--- src/rtl/bgde_pkg.sv ---
package bgde_pkg;

  localparam int GLYPH_WIDTH  = 5;
  localparam int GLYPH_HEIGHT = 7;
  localparam int CELLS        = GLYPH_WIDTH * GLYPH_HEIGHT;
  localparam int GX_W         = $clog2(GLYPH_WIDTH);
  localparam int GY_W         = $clog2(GLYPH_HEIGHT);
  localparam int COORD_W      = 16;
  localparam int COLOR_W      = 32;
  localparam int CHAR_W       = 8;
  localparam int ENTRY_W      = CELLS + 1;

  localparam logic [GX_W-1:0]    GX_LAST = GX_W'(GLYPH_WIDTH - 1);
  localparam logic [GY_W-1:0]    GY_LAST = GY_W'(GLYPH_HEIGHT - 1);
  localparam logic [COORD_W-1:0] ADVANCE = COORD_W'(GLYPH_WIDTH + 1);

  localparam logic [CHAR_W-1:0] LOWER_FIRST = 8'h61;
  localparam logic [CHAR_W-1:0] LOWER_LAST  = 8'h7A;
  localparam logic [CHAR_W-1:0] CASE_FOLD   = 8'h20;
  localparam logic [CHAR_W-1:0] ROM_FIRST   = 8'h20;
  localparam logic [CHAR_W-1:0] ROM_LAST    = 8'h5F;

  // box outline drawn for codes the font does not cover
  localparam logic [CELLS-1:0] BORDER_CELLS =
    {5'h1F, 5'h11, 5'h11, 5'h11, 5'h11, 5'h11, 5'h1F};

  // microprogram
  typedef logic [0:0] upc_t;
  localparam upc_t UPC_FETCH = 1'b0;
  localparam upc_t UPC_SCAN  = 1'b1;

  typedef enum logic [0:0] {
    JC_NO_REQ,
    JC_MORE
  } jump_cond_e;

  typedef struct packed {
    logic       in_ready;
    logic       load;
    logic       scan;
    logic       hold_on_stall;
    jump_cond_e cond;
    upc_t       target;
  } ctl_t;

  typedef struct packed {
    logic req;
    logic more;
    logic stall;
  } stat_t;

  function automatic ctl_t ucode(input upc_t pc);
    ctl_t w;
    w = '0;
    case (pc)
      UPC_FETCH: begin
        w.in_ready = 1'b1;
        w.load     = 1'b1;
        w.cond     = JC_NO_REQ;
        w.target   = UPC_FETCH;
      end
      UPC_SCAN: begin
        w.scan          = 1'b1;
        w.hold_on_stall = 1'b1;
        w.cond          = JC_MORE;
        w.target        = UPC_SCAN;
      end
      default: begin
        w.cond   = JC_NO_REQ;
        w.target = UPC_FETCH;
      end
    endcase
    return w;
  endfunction

  // known flag, then rows top to bottom, bit 4 of a row is the left cell
  function automatic logic [ENTRY_W-1:0] font_entry(input logic [5:0] idx);
    logic [ENTRY_W-1:0] e;
    e = '0;
    case (idx)
      6'd0:  e = {1'b1, 5'h00, 5'h00, 5'h00, 5'h00, 5'h00, 5'h00, 5'h00};
      6'd1:  e = {1'b1, 5'h04, 5'h04, 5'h04, 5'h04, 5'h04, 5'h00, 5'h04};
      6'd2:  e = {1'b1, 5'h0A, 5'h0A, 5'h00, 5'h00, 5'h00, 5'h00, 5'h00};
      6'd3:  e = {1'b1, 5'h0A, 5'h0A, 5'h1F, 5'h0A, 5'h1F, 5'h0A, 5'h0A};
      6'd7:  e = {1'b1, 5'h04, 5'h04, 5'h08, 5'h00, 5'h00, 5'h00, 5'h00};
      6'd8:  e = {1'b1, 5'h02, 5'h04, 5'h08, 5'h08, 5'h08, 5'h04, 5'h02};
      6'd9:  e = {1'b1, 5'h08, 5'h04, 5'h02, 5'h02, 5'h02, 5'h04, 5'h08};
      6'd11: e = {1'b1, 5'h00, 5'h04, 5'h04, 5'h1F, 5'h04, 5'h04, 5'h00};
      6'd12: e = {1'b1, 5'h00, 5'h00, 5'h00, 5'h00, 5'h0C, 5'h0C, 5'h08};
      6'd13: e = {1'b1, 5'h00, 5'h00, 5'h00, 5'h1F, 5'h00, 5'h00, 5'h00};
      6'd14: e = {1'b1, 5'h00, 5'h00, 5'h00, 5'h00, 5'h00, 5'h0C, 5'h0C};
      6'd15: e = {1'b1, 5'h01, 5'h02, 5'h02, 5'h04, 5'h08, 5'h08, 5'h10};
      6'd16: e = {1'b1, 5'h0E, 5'h11, 5'h13, 5'h15, 5'h19, 5'h11, 5'h0E};
      6'd17: e = {1'b1, 5'h04, 5'h0C, 5'h04, 5'h04, 5'h04, 5'h04, 5'h0E};
      6'd18: e = {1'b1, 5'h0E, 5'h11, 5'h01, 5'h02, 5'h04, 5'h08, 5'h1F};
      6'd19: e = {1'b1, 5'h1E, 5'h01, 5'h01, 5'h06, 5'h01, 5'h01, 5'h1E};
      6'd20: e = {1'b1, 5'h02, 5'h06, 5'h0A, 5'h12, 5'h1F, 5'h02, 5'h02};
      6'd21: e = {1'b1, 5'h1F, 5'h10, 5'h10, 5'h1E, 5'h01, 5'h01, 5'h1E};
      6'd22: e = {1'b1, 5'h0E, 5'h10, 5'h10, 5'h1E, 5'h11, 5'h11, 5'h0E};
      6'd23: e = {1'b1, 5'h1F, 5'h01, 5'h02, 5'h04, 5'h08, 5'h08, 5'h08};
      6'd24: e = {1'b1, 5'h0E, 5'h11, 5'h11, 5'h0E, 5'h11, 5'h11, 5'h0E};
      6'd25: e = {1'b1, 5'h0E, 5'h11, 5'h11, 5'h0F, 5'h01, 5'h01, 5'h0E};
      6'd26: e = {1'b1, 5'h00, 5'h0C, 5'h0C, 5'h00, 5'h0C, 5'h0C, 5'h00};
      6'd27: e = {1'b1, 5'h00, 5'h0C, 5'h0C, 5'h00, 5'h0C, 5'h0C, 5'h08};
      6'd31: e = {1'b1, 5'h0E, 5'h11, 5'h01, 5'h02, 5'h04, 5'h00, 5'h04};
      6'd33: e = {1'b1, 5'h0E, 5'h11, 5'h11, 5'h1F, 5'h11, 5'h11, 5'h11};
      6'd34: e = {1'b1, 5'h1E, 5'h11, 5'h11, 5'h1E, 5'h11, 5'h11, 5'h1E};
      6'd35: e = {1'b1, 5'h0E, 5'h11, 5'h10, 5'h10, 5'h10, 5'h11, 5'h0E};
      6'd36: e = {1'b1, 5'h1C, 5'h12, 5'h11, 5'h11, 5'h11, 5'h12, 5'h1C};
      6'd37: e = {1'b1, 5'h1F, 5'h10, 5'h10, 5'h1E, 5'h10, 5'h10, 5'h1F};
      6'd38: e = {1'b1, 5'h1F, 5'h10, 5'h10, 5'h1E, 5'h10, 5'h10, 5'h10};
      6'd39: e = {1'b1, 5'h0E, 5'h11, 5'h10, 5'h17, 5'h11, 5'h11, 5'h0E};
      6'd40: e = {1'b1, 5'h11, 5'h11, 5'h11, 5'h1F, 5'h11, 5'h11, 5'h11};
      6'd41: e = {1'b1, 5'h1F, 5'h04, 5'h04, 5'h04, 5'h04, 5'h04, 5'h1F};
      6'd42: e = {1'b1, 5'h1F, 5'h02, 5'h02, 5'h02, 5'h12, 5'h12, 5'h0C};
      6'd43: e = {1'b1, 5'h11, 5'h12, 5'h14, 5'h18, 5'h14, 5'h12, 5'h11};
      6'd44: e = {1'b1, 5'h10, 5'h10, 5'h10, 5'h10, 5'h10, 5'h10, 5'h1F};
      6'd45: e = {1'b1, 5'h11, 5'h1B, 5'h15, 5'h15, 5'h11, 5'h11, 5'h11};
      6'd46: e = {1'b1, 5'h11, 5'h19, 5'h15, 5'h13, 5'h11, 5'h11, 5'h11};
      6'd47: e = {1'b1, 5'h0E, 5'h11, 5'h11, 5'h11, 5'h11, 5'h11, 5'h0E};
      6'd48: e = {1'b1, 5'h1E, 5'h11, 5'h11, 5'h1E, 5'h10, 5'h10, 5'h10};
      6'd49: e = {1'b1, 5'h0E, 5'h11, 5'h11, 5'h11, 5'h15, 5'h12, 5'h0D};
      6'd50: e = {1'b1, 5'h1E, 5'h11, 5'h11, 5'h1E, 5'h14, 5'h12, 5'h11};
      6'd51: e = {1'b1, 5'h0F, 5'h10, 5'h10, 5'h0E, 5'h01, 5'h01, 5'h1E};
      6'd52: e = {1'b1, 5'h1F, 5'h04, 5'h04, 5'h04, 5'h04, 5'h04, 5'h04};
      6'd53: e = {1'b1, 5'h11, 5'h11, 5'h11, 5'h11, 5'h11, 5'h11, 5'h0E};
      6'd54: e = {1'b1, 5'h11, 5'h11, 5'h11, 5'h11, 5'h11, 5'h0A, 5'h04};
      6'd55: e = {1'b1, 5'h11, 5'h11, 5'h11, 5'h15, 5'h15, 5'h15, 5'h0A};
      6'd56: e = {1'b1, 5'h11, 5'h11, 5'h0A, 5'h04, 5'h0A, 5'h11, 5'h11};
      6'd57: e = {1'b1, 5'h11, 5'h11, 5'h0A, 5'h04, 5'h04, 5'h04, 5'h04};
      6'd58: e = {1'b1, 5'h1F, 5'h01, 5'h02, 5'h04, 5'h08, 5'h10, 5'h1F};
      6'd59: e = {1'b1, 5'h0E, 5'h08, 5'h08, 5'h08, 5'h08, 5'h08, 5'h0E};
      6'd61: e = {1'b1, 5'h0E, 5'h02, 5'h02, 5'h02, 5'h02, 5'h02, 5'h0E};
      6'd63: e = {1'b1, 5'h00, 5'h00, 5'h00, 5'h00, 5'h00, 5'h00, 5'h1F};
      default: e = '0;
    endcase
    return e;
  endfunction

  function automatic logic [CELLS-1:0] glyph_cells(input logic [CHAR_W-1:0] ch);
    logic [CHAR_W-1:0]  code;
    logic [ENTRY_W-1:0] e;
    code = ch;
    e    = '0;
    if (code >= LOWER_FIRST && code <= LOWER_LAST) begin
      code = code - CASE_FOLD;
    end
    if (code >= ROM_FIRST && code <= ROM_LAST) begin
      e = font_entry(6'(code - ROM_FIRST));
    end
    return e[ENTRY_W-1] ? e[CELLS-1:0] : BORDER_CELLS;
  endfunction

endpackage

--- src/rtl/bgde_if.sv ---
interface bgde_in_if;
  logic               valid;
  logic               ready;
  logic [7:0]         character;
  logic signed [15:0] origin_x;
  logic signed [15:0] origin_y;
  logic [31:0]        draw_color;
  logic               start_of_text;

  modport source(output valid, character, origin_x, origin_y, draw_color, start_of_text,
                 input ready);
  modport sink(input valid, character, origin_x, origin_y, draw_color, start_of_text,
               output ready);
endinterface

interface bgde_out_if;
  logic               valid;
  logic               ready;
  logic signed [15:0] dot_x;
  logic signed [15:0] dot_y;
  logic [31:0]        dot_color;
  logic               last_dot;

  modport source(output valid, dot_x, dot_y, dot_color, last_dot, input ready);
  modport sink(input valid, dot_x, dot_y, dot_color, last_dot, output ready);
endinterface

--- src/rtl/bgde_useq.sv ---
module bgde_useq (
  input  logic            clk_i,
  input  logic            rst_ni,
  input  bgde_pkg::stat_t stat_i,
  output bgde_pkg::ctl_t  ctl_o
);
  import bgde_pkg::*;

  upc_t upc_q, upc_d;
  logic taken;

  assign ctl_o = ucode(upc_q);

  always_comb begin
    case (ctl_o.cond)
      JC_NO_REQ: taken = !stat_i.req;
      JC_MORE:   taken = stat_i.more;
      default:   taken = 1'b0;
    endcase
    if (ctl_o.hold_on_stall && stat_i.stall) begin
      upc_d = upc_q;
    end else if (taken) begin
      upc_d = ctl_o.target;
    end else begin
      upc_d = upc_q + upc_t'(1);
    end
  end

  always_ff @(posedge clk_i or negedge rst_ni) begin
    if (!rst_ni) begin
      upc_q <= UPC_FETCH;
    end else begin
      upc_q <= upc_d;
    end
  end

endmodule

--- src/rtl/bgde_dpath.sv ---
module bgde_dpath (
  input  logic            clk_i,
  input  logic            rst_ni,
  input  bgde_pkg::ctl_t  ctl_i,
  output bgde_pkg::stat_t stat_o,
  bgde_in_if.sink         req_i,
  bgde_out_if.source      dot_o
);
  import bgde_pkg::*;

  logic [CELLS-1:0]   cells_q;
  logic [GX_W-1:0]    gx_q;
  logic [GY_W-1:0]    gy_q;
  logic [COORD_W-1:0] base_x_q;
  logic [COORD_W-1:0] oy_q;
  logic [COLOR_W-1:0] color_q;
  logic [COORD_W-1:0] offset_q;
  logic               out_valid_q;
  logic [COORD_W-1:0] dot_x_q;
  logic [COORD_W-1:0] dot_y_q;
  logic [COLOR_W-1:0] dot_color_q;
  logic               last_q;

  logic               load;
  logic               lit;
  logic               stall;
  logic               adv;
  logic               final_cell;
  logic [COORD_W-1:0] offset_base;

  assign req_i.ready = ctl_i.in_ready;
  assign load        = ctl_i.load && req_i.valid;
  assign lit         = cells_q[CELLS-1];
  assign stall       = ctl_i.scan && lit && out_valid_q && !dot_o.ready;
  assign adv         = ctl_i.scan && !stall;
  assign final_cell  = (gx_q == GX_LAST) && (gy_q == GY_LAST);
  assign offset_base = req_i.start_of_text ? '0 : offset_q;

  assign stat_o.req   = req_i.valid;
  assign stat_o.more  = !final_cell;
  assign stat_o.stall = stall;

  assign dot_o.valid     = out_valid_q;
  assign dot_o.dot_x     = $signed(dot_x_q);
  assign dot_o.dot_y     = $signed(dot_y_q);
  assign dot_o.dot_color = dot_color_q;
  assign dot_o.last_dot  = last_q;

  always_ff @(posedge clk_i or negedge rst_ni) begin
    if (!rst_ni) begin
      offset_q    <= '0;
      out_valid_q <= 1'b0;
    end else begin
      if (load) begin
        offset_q <= offset_base + ADVANCE;
      end
      if (adv && lit) begin
        out_valid_q <= 1'b1;
      end else if (dot_o.ready) begin
        out_valid_q <= 1'b0;
      end
    end
  end

  always_ff @(posedge clk_i) begin
    if (load) begin
      cells_q  <= glyph_cells(req_i.character);
      gx_q     <= '0;
      gy_q     <= '0;
      base_x_q <= COORD_W'(req_i.origin_x) + offset_base;
      oy_q     <= COORD_W'(req_i.origin_y);
      color_q  <= req_i.draw_color;
    end else if (adv) begin
      cells_q <= cells_q << 1;
      if (gx_q == GX_LAST) begin
        gx_q <= '0;
        gy_q <= gy_q + GY_W'(1);
      end else begin
        gx_q <= gx_q + GX_W'(1);
      end
    end
    if (adv && lit) begin
      dot_x_q     <= base_x_q + COORD_W'(gx_q);
      dot_y_q     <= oy_q + COORD_W'(gy_q);
      dot_color_q <= color_q;
      // last when no lit cell follows in the scan
      last_q      <= (cells_q[CELLS-2:0] == '0);
    end
  end

endmodule

--- src/rtl/bitmap_glyph_dot_emitter_core.sv ---
// channel  | dir | fields                                                    | request
// req_i    | in  | character, origin_x, origin_y, draw_color, start_of_text  | one character
// dot_o    | out | dot_x, dot_y, dot_color, last_dot                         | one lit dot
//
// a character takes one fetch step of the microprogram, then one
// step per cell of the 5x7 box in the single-cell scan loop, unless a stall holds a step
// a lit cell waits while the sink holds the previous dot
// reset clears the step counter, the output valid and the character position
// req_i.ready is high only in the fetch step; dot_o is a one-entry output register
module bitmap_glyph_dot_emitter_core (
  input  logic       clk_i,
  input  logic       rst_ni,
  bgde_in_if.sink    req_i,
  bgde_out_if.source dot_o
);
  import bgde_pkg::*;

  ctl_t  ctl;
  stat_t stat;

  bgde_useq u_useq (
    .clk_i  (clk_i),
    .rst_ni (rst_ni),
    .stat_i (stat),
    .ctl_o  (ctl)
  );

  bgde_dpath u_dpath (
    .clk_i  (clk_i),
    .rst_ni (rst_ni),
    .ctl_i  (ctl),
    .stat_o (stat),
    .req_i  (req_i),
    .dot_o  (dot_o)
  );

endmodule

--- src/flat_wrapper.sv ---
// flat-port wrapper written by rule: the top's interface ports become plain ports
module bitmap_glyph_dot_emitter_core_flat import bgde_pkg::*;
  (clk_i, rst_ni, req_i_valid, req_i_character, req_i_origin_x, req_i_origin_y, req_i_draw_color, req_i_start_of_text, req_i_ready, dot_o_valid, dot_o_dot_x, dot_o_dot_y, dot_o_dot_color, dot_o_last_dot, dot_o_ready);
  bgde_in_if req_i_i ();
  bgde_out_if dot_o_i ();
  input  logic clk_i;
  input  logic rst_ni;
  input wire logic [$bits(req_i_i.valid)-1:0] req_i_valid;
  input wire logic [$bits(req_i_i.character)-1:0] req_i_character;
  input wire logic [$bits(req_i_i.origin_x)-1:0] req_i_origin_x;
  input wire logic [$bits(req_i_i.origin_y)-1:0] req_i_origin_y;
  input wire logic [$bits(req_i_i.draw_color)-1:0] req_i_draw_color;
  input wire logic [$bits(req_i_i.start_of_text)-1:0] req_i_start_of_text;
  output wire logic [$bits(req_i_i.ready)-1:0] req_i_ready;
  output wire logic [$bits(dot_o_i.valid)-1:0] dot_o_valid;
  output wire logic [$bits(dot_o_i.dot_x)-1:0] dot_o_dot_x;
  output wire logic [$bits(dot_o_i.dot_y)-1:0] dot_o_dot_y;
  output wire logic [$bits(dot_o_i.dot_color)-1:0] dot_o_dot_color;
  output wire logic [$bits(dot_o_i.last_dot)-1:0] dot_o_last_dot;
  input wire logic [$bits(dot_o_i.ready)-1:0] dot_o_ready;
  assign req_i_i.valid = req_i_valid;
  assign req_i_i.character = req_i_character;
  assign req_i_i.origin_x = req_i_origin_x;
  assign req_i_i.origin_y = req_i_origin_y;
  assign req_i_i.draw_color = req_i_draw_color;
  assign req_i_i.start_of_text = req_i_start_of_text;
  assign req_i_ready = req_i_i.ready;
  assign dot_o_valid = dot_o_i.valid;
  assign dot_o_dot_x = dot_o_i.dot_x;
  assign dot_o_dot_y = dot_o_i.dot_y;
  assign dot_o_dot_color = dot_o_i.dot_color;
  assign dot_o_last_dot = dot_o_i.last_dot;
  assign dot_o_i.ready = dot_o_ready;
  bitmap_glyph_dot_emitter_core u_core (.clk_i(clk_i), .rst_ni(rst_ni), .req_i(req_i_i), .dot_o(dot_o_i));
endmodule
--- config.mk ---
export PLATFORM = sky130hd
export DESIGN_NAME = bitmap_glyph_dot_emitter_core_flat
export DESIGN_NICKNAME = d
export VERILOG_FILES = /design/src/rtl/bgde_pkg.sv /design/src/rtl/bgde_if.sv /design/src/rtl/bgde_useq.sv /design/src/rtl/bgde_dpath.sv /design/src/rtl/bitmap_glyph_dot_emitter_core.sv /design/src/flat_wrapper.sv
export SDC_FILE = /design/constraint.sdc
export NUM_CORES = 1
export LEC_CHECK = 0
export BUFFER_PORTS_ARGS = -buffer_cell sky130_fd_sc_hd__buf_2
export CORE_ASPECT_RATIO = 0.9
export CORE_MARGIN = 5
export CORE_UTILIZATION = 46
export CTS_BUF_LIST = sky130_fd_sc_hd__clkbuf_16
export CTS_CLUSTER_DIAMETER = 60
export CTS_CLUSTER_SIZE = 14
export DETAILED_ROUTE_END_ITERATION = 8
export GPL_TIMING_DRIVEN = 0
export PLACE_DENSITY = 0.63
export SYNTH_ARGS = -nofsm -noshare
export SYNTH_HDL_FRONTEND = slang
export SYNTH_SLANG_ARGS = --single-unit
--- constraint.sdc ---
create_clock -name clk_i -period 4.9 [get_ports clk_i]
set_input_delay 0.735 -clock clk_i [delete_from_list [all_inputs] [get_ports clk_i]]
set_output_delay 0.735 -clock clk_i [all_outputs]
set_load 0.02 [all_outputs]
==> flow_summary.yaml <==
place:
  dp.cells: 1424
  dpl-instance-area_mm2: 0.01152
  io_buffers: 142
  post-place-ws_ps: -56.43
  gp_congestion: 1.033
  hpwl_um: 24740
critical_path:
  worstPathCellList: "buf_2, clkbuf_1, inv_1, ha_1, or4b_4, nor2_4, o41ai_4, clkbuf_1, buf_1, o21ai_0, o21ai_0"
  critPathTopFamily: "buffers and inverters"
  required_ps: 5170
  cp_slowest_stage_delay_ps: 620
  critical_path_class: "in -> reg"
  cp_max_fo: 12
  path_buf_inv: 5
  critPathLaunchType: "input pin"
  end_kind: "register"
  cpMaxStageDelayCell: "o41ai_4"
  arrival_ps: 5090
clock_tree:
  clock_sinks: 188
  clkTransAtPathRegs_ps: 80
  cts_buffer_depth: 2
  cts_buffers: 17
  cts_resized: 0
  clk_latency_ps: 430
  cts_hold_buf: 0
  cts_tree: "done"
  h-tree-depth: 4
  root_buffer: "clkbuf_16"
  cts_setup_buffers: 0
synthesis:
  synthCells: 982
  seq_area_frac_synth: 0.5306
  synth_edf_count: 164
  synth_fp_nets: 1097
  synth.largest_area_cell: "edfxtp_1"
  synthTopCellsByArea: "edfxtp_1 (48%), dfrtp_1 (4.3%), ha_1 (4.2%)"
  synth_ff_type: "edfxtp_1"
  avgSynthCellArea_um2: 10.55
  async_flop_share: 0.09574
  ys_ff_latch: 188
  yosys.cell_types.count: 69
  synth_top_area_frac: 0.4755
  yosys-top-cells-count: "edfxtp_1 (164), nand2_1 (94), nor2_1 (80)"
  ys.warnings.count: 0
  yosysMostFrequentCell: "edfxtp_1"
  netlist_area_mm2: 0.01036
die:
  die_area_mm2: 0.02562
  die-height_um: 152.3
  die_w_um: 168.2
  ioPinCount: 144
  core-area_mm2: 0.02232
  std_cell_rows: 52
  start_util: 0.4641
grt:
  grt_pass1_vias: 8304
  antenna_found_initial: 0
  grt_pass1_wl_um: 50550
  grt_max_degree: 69
  grt_use_total: 0.2559
  grt-ovfl-total: 0
sta:
  finalWorstSetupSlack_ps: 83.58
  min_period_ps: 4816
  max_freq_ghz: 0.2076
  finalSetupTns_ps: 0
  rsz0062_at_grt: "no"
  whs_ps: 253.6
  slew_headroom: 0.3965
  hold_viol: 0
  maxSlewViolCount: 0
  fin_skew_ps: 14.17
  setup_viol: 0
  period_share: 0.9829
  worstMarginPinSlew_ps: 903.4
final_layout:
  seqCellArea_mm2: 0.005495
  final_area_mm2: 0.01215
  diodes: 0
  multiInputGateArea_mm2: 0.004522
  area_growth_pct: 17.29
  final_layout_size_suffix_gt1_frac: 0.1717
  final_nets: 1261
  fill_cells: 2010
  layoutNonFillerInstCount: 1456
drt:
  first_pass_iters: 6
  drtIter0Drc: 1162
  final_antenna_net_count: 0
  drt_wl_total_um: 33160
  wl_per_cell_um: 22.77
  drcViolationCount: 0
  vias_per_cell: 5.939
  vias: 8647
power_and_ir_drop:
  power.density_mw_per_mm2: 438.8
  power_leakage_uw: 0.004673
  vdd_drop_max_mv: 0.2563
job:
  cap_violations: 0
worst_hold_path:
  holdCritPathClass: "in -> async"
status:
  outcome: "complete, no violations"
## registers in the layout, summed over array words and instances (netlist names)
register,cells
u_core.u_dpath.oy_q,16
u_core.u_useq.upc_q,1
u_core.u_dpath.gx_q,3
u_core.u_dpath.dot_o.valid,1
u_core.u_dpath.offset_q,16
u_core.u_dpath.dot_o.last_dot,1
u_core.u_dpath.cells_q,35
u_core.u_dpath.dot_o.dot_y,16
u_core.u_dpath.dot_o.dot_x,16
u_core.u_dpath.gy_q,3
u_core.u_dpath.color_q,32
u_core.u_dpath.base_x_q,16
u_core.u_dpath.dot_o.dot_color,32
## layout make-up
| type | instances | area share |
|---|---|---|
| sequential | 188 | 0.4524 |
| multi-input combinational | 705 | 0.3723 |
| timing repair buffer | 145 | 0.06469 |
| clock buffer | 17 | 0.03502 |
| tap | 297 | 0.03059 |
| buffer | 61 | 0.02019 |
| clock inverter | 15 | 0.01617 |
| inverter | 28 | 0.008653 |
## where the power goes
part,switching [uW],internal (uW)
combinational,942,519
clock,716,711
sequential,180,2260
total,1840,3490
## final timing paths
kind | startpoint | to | slack [ps] | cells past startpoint
max | req_i_character[1] | u_core.u_dpath.cells_q[11] | 80 | 11
min | rst_ni | u_core.u_useq.upc_q | 250 | 1
max reg2reg | u_core.u_dpath.offset_q[5] | u_core.u_dpath.base_x_q[15] | 2350 | 8
min reg2reg | u_core.u_dpath.color_q[13] | u_core.u_dpath.dot_o.dot_color[13] | 410 | 0
max in group asynchronous | rst_ni | u_core.u_dpath.offset_q[6] | 4310 | 1
min in group clk_i | u_core.u_dpath.color_q[13] | u_core.u_dpath.dot_o.dot_color[13] | 410 | 0
## worst reg2reg max path, stage by stage, from the launching register on
cell and delay, ps:
dfrtp_1 410, nor2b_1 200, ha_1 260, or4_1 500
a21oi_1 150, nor3_1 110, o221ai_1 310, nor2_1 90
a211oi_1 300
## cells by family (layout without fill, tap and decap cells)
logic type / Yosys count / after routing / synth area share
flops: 188 / 188 / 0.5306
simple gates: 349 / 349 / 0.1671
mux: 8 / 8 / 0.009061
buf+inv: 89 / 266 / 0.03347
xor+xnor: 53 / 53 / 0.04482
fa+ha+maj: 38 / 38 / 0.04809
compound gates: 257 / 257 / 0.1669
## metal layers
metal | GRT usage | up-vias | wire [um]
met1 | 0.3761 | 4121 | 15140
met2 | 0.3697 | 465 | 13860
li1 | - | 3979 | -
met5 | 0 | - | 0
met3 | 0.05863 | 82 | 2974
met4 | 0.09621 | 0 | 1184
## through the flow
step           utilization  power (uW)
5_1_grt             0.5443        5610
3_3_place_gp        0.5126        3896
2_1_floorplan            -        3391
3_5_place_dp        0.5164        3930
4_1_cts             0.5443        5359
6_report            0.5443        5330
## placed cells by master (no fill, tap or decap), drive strengths merged, types with 4 or more instances in the layout
master and count:
ha 35, a211oi 16, o32a 8, nor2 81, clkbuf 69, a21oi 58
nor4 9, nand2b 26, a311oi 6, and4 4, nand2 94, o22a 13
or2 6, o31ai 11, mux2i 6, xnor2 33, xor2 20, edfxtp 164
nor2b 40, o22ai 7, o211ai 5, o21a 5, buf 154, inv 37
a31oi 16, dfrtp 18, clkinv 6, dfxtp 6, nor3b 4, a211o 4
a221oi 6, nand4 7, o21ai 62, and3 11, a21o 10, and2 8
o221ai 4, nor3 26, nand3 24
Power figures use the tool's default switching activity.
